==> src/hw/rtl/scm_pkg.sv <==
// ----------------------------------------------------------------------------
// Swept circle first contact: shared package
// Field widths, register indexes, item types and sequencer states.
// ----------------------------------------------------------------------------
package scm_pkg;

  localparam int FRAC_BITS_DEF  = 16;
  localparam int INDEX_BITS_DEF = 16;

  localparam int POS_W      = 26;
  localparam int RAD_W      = 19;
  localparam int IDX_W      = 16;
  localparam int DIST_W     = 24;
  localparam int DIR_W      = 18;
  localparam int CFG_IDX_W  = 2;
  localparam int CFG_DATA_W = 24;

  localparam int DIFF_W = POS_W + 1;
  localparam int RSUM_W = RAD_W + 1;
  localparam int MUL_W  = 32;
  localparam int PROD_W = 2 * MUL_W;
  localparam int H_W    = 31;
  localparam int SQ_W   = 62;
  localparam int ROOT_W = 31;
  localparam int T_W    = 33;

  localparam logic [CFG_IDX_W-1:0] CFG_STEP_LENGTH = 2'd0;
  localparam logic [CFG_IDX_W-1:0] CFG_DIR_COS     = 2'd1;
  localparam logic [CFG_IDX_W-1:0] CFG_DIR_SIN     = 2'd2;

  localparam logic [DIST_W-1:0]       STEP_RESET = 24'd65536;
  localparam logic signed [DIR_W-1:0] COS_RESET  = 18'sd65536;
  localparam logic signed [DIR_W-1:0] SIN_RESET  = 18'sd0;

  typedef struct packed {
    logic [POS_W-1:0] mover_x;
    logic [POS_W-1:0] mover_y;
    logic [RAD_W-1:0] mover_radius;
    logic [POS_W-1:0] target_x;
    logic [POS_W-1:0] target_y;
    logic [RAD_W-1:0] target_radius;
    logic [IDX_W-1:0] target_index;
    logic             first_pair;
    logic             last_pair;
  } pair_t;

  typedef struct packed {
    logic [DIST_W-1:0] hit_distance;
    logic [IDX_W-1:0]  hit_target;
    logic              hit_found;
  } result_t;

  typedef enum logic [3:0] {
    S_IDLE,
    S_MUL_COS,
    S_MUL_SIN,
    S_MUL_DXX,
    S_MUL_DYY,
    S_MUL_RS,
    S_MUL_HH,
    S_DISC,
    S_SQRT_START,
    S_SQRT_WAIT,
    S_EVAL,
    S_EMIT
  } state_t;

endpackage

==> src/hw/rtl/scm_isqrt.sv <==
// ----------------------------------------------------------------------------
// Swept circle first contact: integer square root
// Floor square root of a 62-bit radicand, one result bit per cycle.
// ----------------------------------------------------------------------------
module scm_isqrt
  import scm_pkg::*;
(
  input  logic              clk,
  input  logic              rst,
  input  logic              start,
  input  logic [SQ_W-1:0]   radicand,
  output logic              done,
  output logic [ROOT_W-1:0] root
);

  localparam int                    Steps   = SQ_W / 2;
  localparam int                    CntW    = $clog2(Steps);
  localparam logic [CntW-1:0]       LastCnt = CntW'(Steps - 1);
  localparam logic [SQ_W-1:0]       TopBit  = {2'b01, {(SQ_W-2){1'b0}}};

  logic            busy;
  logic [CntW-1:0] cnt;
  logic [SQ_W-1:0] rem;
  logic [SQ_W-1:0] acc_root;
  logic [SQ_W-1:0] bitv;
  logic [SQ_W-1:0] trial;

  assign trial = acc_root + bitv;
  assign root  = acc_root[ROOT_W-1:0];

  always_ff @(posedge clk) begin
    if (rst) begin
      busy <= 1'b0;
      done <= 1'b0;
      cnt  <= '0;
    end else begin
      done <= 1'b0;
      if (start) begin
        busy <= 1'b1;
        cnt  <= '0;
      end else if (busy) begin
        cnt <= cnt + 1'b1;
        if (cnt == LastCnt) begin
          busy <= 1'b0;
          done <= 1'b1;
        end
      end
    end
  end

  always_ff @(posedge clk) begin
    if (start) begin
      rem      <= radicand;
      acc_root <= '0;
      bitv     <= TopBit;
    end else if (busy) begin
      if (rem >= trial) begin
        rem      <= rem - trial;
        acc_root <= (acc_root >> 1) + bitv;
      end else begin
        acc_root <= acc_root >> 1;
      end
      bitv <= bitv >> 2;
    end
  end

endmodule

==> src/hw/rtl/swept_circle_first_contact_unit.sv <==
// ----------------------------------------------------------------------------
// Swept circle first contact unit
// Free travel distance of a moving circle against a stream of still circles,
// using one shared 32x32 multiplier and a bit-serial square root.
// Steps per pair: the multiply and sum states, the square root, an evaluate
// state and, after a last pair only, an emit state. Without a positive
// discriminant the root is skipped.
// Throughput: one pair at a time, the next taken once the sequencer is idle
// again, later after a last pair and while a result waits.
// Reset: sequencer idle, no result pending, registers at reset values,
// running minimum, target and hit flag cleared to zero.
// ----------------------------------------------------------------------------
module swept_circle_first_contact_unit
  import scm_pkg::*;
#(
  parameter int FRAC_BITS  = FRAC_BITS_DEF,
  parameter int INDEX_BITS = INDEX_BITS_DEF
) (
  input  logic                  clk,
  input  logic                  rst,
  input  logic                  pair_valid,
  output logic                  pair_stall,
  input  pair_t                 pair,
  output logic                  result_valid,
  input  logic                  result_stall,
  output result_t               result,
  input  logic                  cfg_write,
  input  logic [CFG_IDX_W-1:0]  cfg_index,
  input  logic [CFG_DATA_W-1:0] cfg_data
);

  localparam int                        KeepBits  = (INDEX_BITS < IDX_W) ? INDEX_BITS : IDX_W;
  localparam logic [IDX_W-1:0]          IdxMask   = {IDX_W{1'b1}} >> (IDX_W - KeepBits);
  localparam logic signed [PROD_W-1:0]  RoundHalf = 64'sd1 <<< (FRAC_BITS - 1);
  localparam logic signed [PROD_W-1:0]  HLimit    = 64'sd1073741823;

  state_t state, state_next;

  logic [DIST_W-1:0]       step_length;
  logic signed [DIR_W-1:0] dir_cos;
  logic signed [DIR_W-1:0] dir_sin;

  logic signed [DIFF_W-1:0] dx;
  logic signed [DIFF_W-1:0] dy;
  logic [RSUM_W-1:0]        rs;
  logic [IDX_W-1:0]         idx;
  logic                     last_flag;

  logic signed [MUL_W-1:0]  mul_a;
  logic signed [MUL_W-1:0]  mul_b;
  logic signed [PROD_W-1:0] prod;
  logic signed [PROD_W-1:0] acc;
  logic signed [PROD_W-1:0] rnd;
  logic signed [PROD_W-1:0] h_wide;
  logic signed [H_W-1:0]    h;
  logic signed [H_W-1:0]    h_sat;

  logic                     sq_start;
  logic                     sq_done;
  logic [ROOT_W-1:0]        sq_root;
  logic                     root_ok;

  logic signed [T_W-1:0]    t;
  logic                     hit;

  logic [DIST_W-1:0]        best_distance;
  logic [IDX_W-1:0]         best_target;
  logic                     any_hit;

  logic                     accept;
  logic                     emit_load;

  assign accept     = pair_valid && !pair_stall;
  assign pair_stall = (state != S_IDLE);

  scm_isqrt u_isqrt (
    .clk      (clk),
    .rst      (rst),
    .start    (sq_start),
    .radicand (acc[SQ_W-1:0]),
    .done     (sq_done),
    .root     (sq_root)
  );

  always_comb begin
    mul_a = '0;
    mul_b = '0;
    case (state)
      S_MUL_COS: begin
        mul_a = {{(MUL_W-DIR_W){dir_cos[DIR_W-1]}}, dir_cos};
        mul_b = {{(MUL_W-DIFF_W){dx[DIFF_W-1]}}, dx};
      end
      S_MUL_SIN: begin
        mul_a = {{(MUL_W-DIR_W){dir_sin[DIR_W-1]}}, dir_sin};
        mul_b = {{(MUL_W-DIFF_W){dy[DIFF_W-1]}}, dy};
      end
      S_MUL_DXX: begin
        mul_a = {{(MUL_W-DIFF_W){dx[DIFF_W-1]}}, dx};
        mul_b = {{(MUL_W-DIFF_W){dx[DIFF_W-1]}}, dx};
      end
      S_MUL_DYY: begin
        mul_a = {{(MUL_W-DIFF_W){dy[DIFF_W-1]}}, dy};
        mul_b = {{(MUL_W-DIFF_W){dy[DIFF_W-1]}}, dy};
      end
      S_MUL_RS: begin
        mul_a = {{(MUL_W-RSUM_W){1'b0}}, rs};
        mul_b = {{(MUL_W-RSUM_W){1'b0}}, rs};
      end
      S_MUL_HH: begin
        mul_a = {{(MUL_W-H_W){h[H_W-1]}}, h};
        mul_b = {{(MUL_W-H_W){h[H_W-1]}}, h};
      end
      default: begin
        mul_a = '0;
        mul_b = '0;
      end
    endcase
  end

  always_comb begin
    rnd    = acc + RoundHalf;
    h_wide = rnd >>> FRAC_BITS;
    if (h_wide > HLimit) begin
      h_sat = H_W'(HLimit);
    end else if (h_wide < -HLimit) begin
      h_sat = H_W'(-HLimit);
    end else begin
      h_sat = h_wide[H_W-1:0];
    end
  end

  always_comb begin
    t   = -{{(T_W-H_W){h[H_W-1]}}, h} - {{(T_W-ROOT_W){1'b0}}, sq_root};
    hit = root_ok && (t > 0)
          && (t < $signed({{(T_W-DIST_W){1'b0}}, step_length}))
          && (t < $signed({{(T_W-DIST_W){1'b0}}, best_distance}));
  end

  always_comb begin
    state_next = state;
    sq_start   = 1'b0;
    emit_load  = 1'b0;
    case (state)
      S_IDLE:       if (accept) state_next = S_MUL_COS;
      S_MUL_COS:    state_next = S_MUL_SIN;
      S_MUL_SIN:    state_next = S_MUL_DXX;
      S_MUL_DXX:    state_next = S_MUL_DYY;
      S_MUL_DYY:    state_next = S_MUL_RS;
      S_MUL_RS:     state_next = S_MUL_HH;
      S_MUL_HH:     state_next = S_DISC;
      S_DISC:       state_next = S_SQRT_START;
      S_SQRT_START: begin
        if (acc > 0) begin
          sq_start   = 1'b1;
          state_next = S_SQRT_WAIT;
        end else begin
          state_next = S_EVAL;
        end
      end
      S_SQRT_WAIT:  if (sq_done) state_next = S_EVAL;
      S_EVAL:       state_next = last_flag ? S_EMIT : S_IDLE;
      S_EMIT: begin
        if (!result_valid || !result_stall) begin
          emit_load  = 1'b1;
          state_next = S_IDLE;
        end
      end
      default:      state_next = S_IDLE;
    endcase
  end

  always_ff @(posedge clk) begin
    if (rst) begin
      state <= S_IDLE;
    end else begin
      state <= state_next;
    end
  end

  always_ff @(posedge clk) begin
    if (rst) begin
      step_length <= STEP_RESET;
      dir_cos     <= COS_RESET;
      dir_sin     <= SIN_RESET;
    end else if (cfg_write) begin
      case (cfg_index)
        CFG_STEP_LENGTH: step_length <= cfg_data[DIST_W-1:0];
        CFG_DIR_COS:     dir_cos     <= cfg_data[DIR_W-1:0];
        CFG_DIR_SIN:     dir_sin     <= cfg_data[DIR_W-1:0];
        default:         ;
      endcase
    end
  end

  always_ff @(posedge clk) begin
    if (accept) begin
      dx        <= $signed({1'b0, pair.mover_x}) - $signed({1'b0, pair.target_x});
      dy        <= $signed({1'b0, pair.mover_y}) - $signed({1'b0, pair.target_y});
      rs        <= {1'b0, pair.mover_radius} + {1'b0, pair.target_radius};
      idx       <= pair.target_index & IdxMask;
      last_flag <= pair.last_pair;
    end
    prod <= mul_a * mul_b;
    case (state)
      S_MUL_SIN: acc <= prod;
      S_MUL_DXX: acc <= acc + prod;
      S_MUL_DYY: begin
        h   <= h_sat;
        acc <= prod;
      end
      S_MUL_RS:  acc <= acc + prod;
      S_MUL_HH:  acc <= acc - prod;
      S_DISC:    acc <= prod - acc;
      default:   ;
    endcase
    if (state == S_SQRT_START) begin
      root_ok <= (acc > 0);
    end
  end

  always_ff @(posedge clk) begin
    if (rst) begin
      best_distance <= '0;
      best_target   <= '0;
      any_hit       <= 1'b0;
    end else if (accept && pair.first_pair) begin
      best_distance <= step_length;
      best_target   <= '0;
      any_hit       <= 1'b0;
    end else if (state == S_EVAL && hit) begin
      best_distance <= t[DIST_W-1:0];
      best_target   <= idx;
      any_hit       <= 1'b1;
    end
  end

  always_ff @(posedge clk) begin
    if (rst) begin
      result_valid <= 1'b0;
    end else if (emit_load) begin
      result_valid <= 1'b1;
    end else if (!result_stall) begin
      result_valid <= 1'b0;
    end
  end

  always_ff @(posedge clk) begin
    if (emit_load) begin
      result.hit_distance <= best_distance;
      result.hit_target   <= best_target;
      result.hit_found    <= any_hit;
    end
  end

endmodule

==> config.mk <==
export PLATFORM = sky130hd
export DESIGN_NAME = swept_circle_first_contact_unit
export DESIGN_NICKNAME = d
export VERILOG_FILES = /design/src/hw/rtl/scm_pkg.sv /design/src/hw/rtl/scm_isqrt.sv /design/src/hw/rtl/swept_circle_first_contact_unit.sv
export SDC_FILE = /design/constraint.sdc
export NUM_CORES = 2
export LEC_CHECK = 0
export BUFFER_PORTS_ARGS = -buffer_cell sky130_fd_sc_hd__buf_2
export CORE_MARGIN = 2
export CORE_UTILIZATION = 55
export DETAILED_ROUTE_END_ITERATION = 10
export HOLD_SLACK_MARGIN = 0.08
export PLACE_DENSITY = 0.72
export SLEW_MARGIN = 0
export SYNTH_ARGS = -nofsm -noshare
export SYNTH_HDL_FRONTEND = slang
export SYNTH_HIERARCHICAL = 1
export SYNTH_SLANG_ARGS = --single-unit
==> constraint.sdc <==
create_clock -name clk -period 21.7 [get_ports clk]
set_input_delay 0 -clock clk [delete_from_list [all_inputs] [get_ports clk]]
set_output_delay 0 -clock clk [all_outputs]
set_load 0.01 [all_outputs]
==> flow_summary_export.csv <==
group,metric,value,unit
outcome,run_status,"complete, no violations",
floorplanning,initial_utilization,55.4,%
clocking,htree_num_levels,3,
power,max-vdd-ir-drop,64.7,uV
global_routing,grt_start_max_net_pins,92,
floorplanning,rows,140,
routing,post-route-drc-count,0,
routing,drt_pass1_iterations,8,
placement,numPortBuffers,233,
synth,synth.top_cells.by_count,"inv_1, nand2_1, fa_1",
synth,synth_cell_type_count,108,
clocking,root_buffer,"clkbuf_16",
floorplanning,dieWidth,387,um
power,finalPower,6170,uW
clocking,cts_tree,"done",
sta,fin_crit,11370,ps
routing,overall_via_count_from_detail_route,71500,
synth,synthCells,9419,
sta,worstMarginPinSlew,1470,ps
routing,total_detailed_routing_wirelength,278000,um
synth,synthDominantCellAreaShare,26.5,%
critical_path,crit_fanout,40,
routing,route.detailed.vias_per_inst,6.16,
clocking,clkLatencyLatePin,680,ps
synth,dominantRegCellSynth,"edfxtp_1",
sta,finalCritPeriodShare,52.4,%
routing,wl_per_cell,23.9,um
floorplanning,chipHeight,387,um
sta,grt_setup_unrepaired,"false",
synth,yosysSeqAreaShare,17.5,%
global_routing,grt_pass1_wl,422000,um
synth,synth-async-reset-ratio,0,%
critical_path,worst_path_max_delay_cell,"nand2_1",
synth,number_of_register_bits_inferred_by_synthesis,560,
cells_and_area,fin_util,60.7,%
run,max-cap-violations,0,
routing,antenna_left,0,
clocking,clkSinkCount,560,
power,leakage,0.0402,uW
sta,fin_setup_tns,0,ps
sta,hold_viol,0,
sta,relSlewSlack,1.63,%
synth,syn_nets,11300,
critical_path,critPathRequiredTime,22220,ps
sta,setup_violations,0,
cells_and_area,design.final.nets,11500,
synth,yosysTopAreaCell,"fa_1",
synth,synth.most_common_cell,"inv_1",
global_routing,grt_antenna_before_repair,8,
min_path,hold_path_class,"input port to register",
critical_path,worst_path_largest_cell_delay,1040,ps
global_routing,first_global_vias,71900,
placement,gpl.final_weighted_congestion,1.05,
synth,synth_warnings,6,
placement,detailed_place.area,83300,um^2
sta,fmaxAchievable,87.9,MHz
clocking,post_cts_buffers,0,
cells_and_area,syn_to_final_growth,9.63,%
sta,maxSlewViolCount,0,
cells_and_area,fillerInstances,12600,
cells_and_area,instances_no_fill,11600,
critical_path,path_common_cell,"fa_1",
floorplanning,core_region_area,146000,um^2
synth,syn_area,80700,um^2
floorplanning,num_io_pins,234,
critical_path,worst_ep_arrival_time,11890,ps
cells_and_area,finish.instance_area,88500,um^2
routing,detailedRoute.firstIterationViolations,7587,
sta,skew_final,70.4,ps
clocking,cts_made_buffers,68,
critical_path,crit_path_start_kind,"register",
global_routing,track_usage,36.5,%
critical_path,critical_path.top_delay_family,"adder cells",
power,power_density,69.7,nW/um^2
critical_path,setup_crit_end_kind,"register",
synth,synth_enable_flop_cells,290,
critical_path,cp_num_buf_inv,2,
global_routing,grt_overflow,0,
synth,syn-mean-instance-area,8.57,um^2
critical_path,timing.setup.critical_path_class,"register to register",
placement,detailedPlacementHpwl,212000,um
placement,placed_cells,11200,
clocking,worst_setup_hold_path_clk_slew,70,ps
clocking,buffer_levels_on_the_longest_clock_path,3,
synth,yosys-top-cells-area,"fa_1, edfxtp_1, ha_1",
floorplanning,dieArea,150000,um^2
cells_and_area,layout-drive-gt1-share,6.26,%
[layout make-up]
type	count	area (um^2)	share of cell area, %
Antenna cell	1	2.50	0.00283
Clock buffer	85	1850	2.09
Clock inverter	38	444	0.502
Inverter	1313	4930	5.57
Multi-Input combinational cell	7043	59800	67.6
Sequential cell	560	14100	16.0
Tap cell	1917	2400	2.71
Timing Repair Buffer	644	4970	5.62
[registers in the layout, summed over array words and instances (netlist names), 18 cells and up]
register          cells
dir_sin              18
prod                 64
dx                   27
dy                   27
u_isqrt/bitv         31
best_distance        24
step_length          24
u_isqrt/rem          62
acc                  64
u_isqrt/acc_root     62
dir_cos              18
result               41
h                    31
rs                   20
[routing by layer]
layer	up-vias	share of wire (%)	global-route usage, %
li1	31700	-	-
met1	34900	38	46.8
met2	3983	43	56.0
met3	954	11	9.48
met4	12	7.0	21.1
met5	-	0.046	0.351
[cell usage in the layout, fill, tap and decap left out, types with 106 or more instances in the layout]
cell type,synthesis,layout
inv_1,1310,1310
nand2_1,1104,1104
fa_1,1068,1068
nor2_1,940,934
ha_1,619,619
a21oi_1,452,443
o21ai_0,359,358
xnor2_1,294,294
edfxtp_1,290,290
dlygate4sd3_1,0,285
dfxtp_1,270,269
buf_2,34,233
xor2_1,228,228
a21o_1,215,215
nand3_1,186,184
buf_4,34,125
a31oi_1,120,120
nor3_1,108,106
[stage by stage]
stage / setup slack [ps] / hold slack (ps)
6_report: 10330 / 121
5_1_grt: 9920 / 158
3_3_place_gp: 10780 / 178
2_1_floorplan: 11640 / 72.4
4_1_cts: 10550 / 82.8
3_5_place_dp: 10590 / 178
[logic make-up after synthesis]
| kind of cell | synth area share [%] |
|---|---|
| AO/OA/AOI/OAI | 15.1 |
| XOR/XNOR | 5.66 |
| flip-flops | 17.5 |
| adder cells (fa/ha/maj) | 36.1 |
| AND/OR/NAND/NOR | 15.7 |
| buffers and inverters | 8.69 |
| multiplexers | 1.37 |
[where the power goes]
group | switching (uW) | internal (uW)
sequential | 197 | 1270
clock | 519 | 686
combinational | 2150 | 1350
total | 2870 | 3310
[final timing paths]
check	startpoint	cells past startpoint	slack, ps	end
worst max-delay path	state[2]$_SDFFE_PP0P_	29	10330	prod[62]$_DFF_P_
worst min-delay path	pair[81]	6	120	dx[18]$_DFFE_PP_
worst max register to register	state[2]$_SDFFE_PP0P_	29	10330	prod[62]$_DFF_P_
worst min register to register	best_target[6]$_SDFFE_PP0P_	0	430	result[7]$_DFFE_PP_
[worst reg2reg max path, delay by kind of cell (launching register included)]
| family | cells | cell delay, ps |
|---|---|---|
| xor gates and xnor gates | 1 | 160 |
| and+or+nand+nor | 6 | 2590 |
| DFF | 1 | 680 |
| AOI/OAI and AO/OA | 11 | 3040 |
| adders and majority gates | 9 | 4310 |
| buffers and inverters | 2 | 450 |
[what timing repair did]
| item | 4_1_cts | 5_1_grt |
|---|---|---|
| hold buffers | 285 | 0 |
| hold endpoints to repair | 251 | 0 |
| resized for setup | 0 | 0 |
Note: power is estimated with default switching activity, not from simulation.
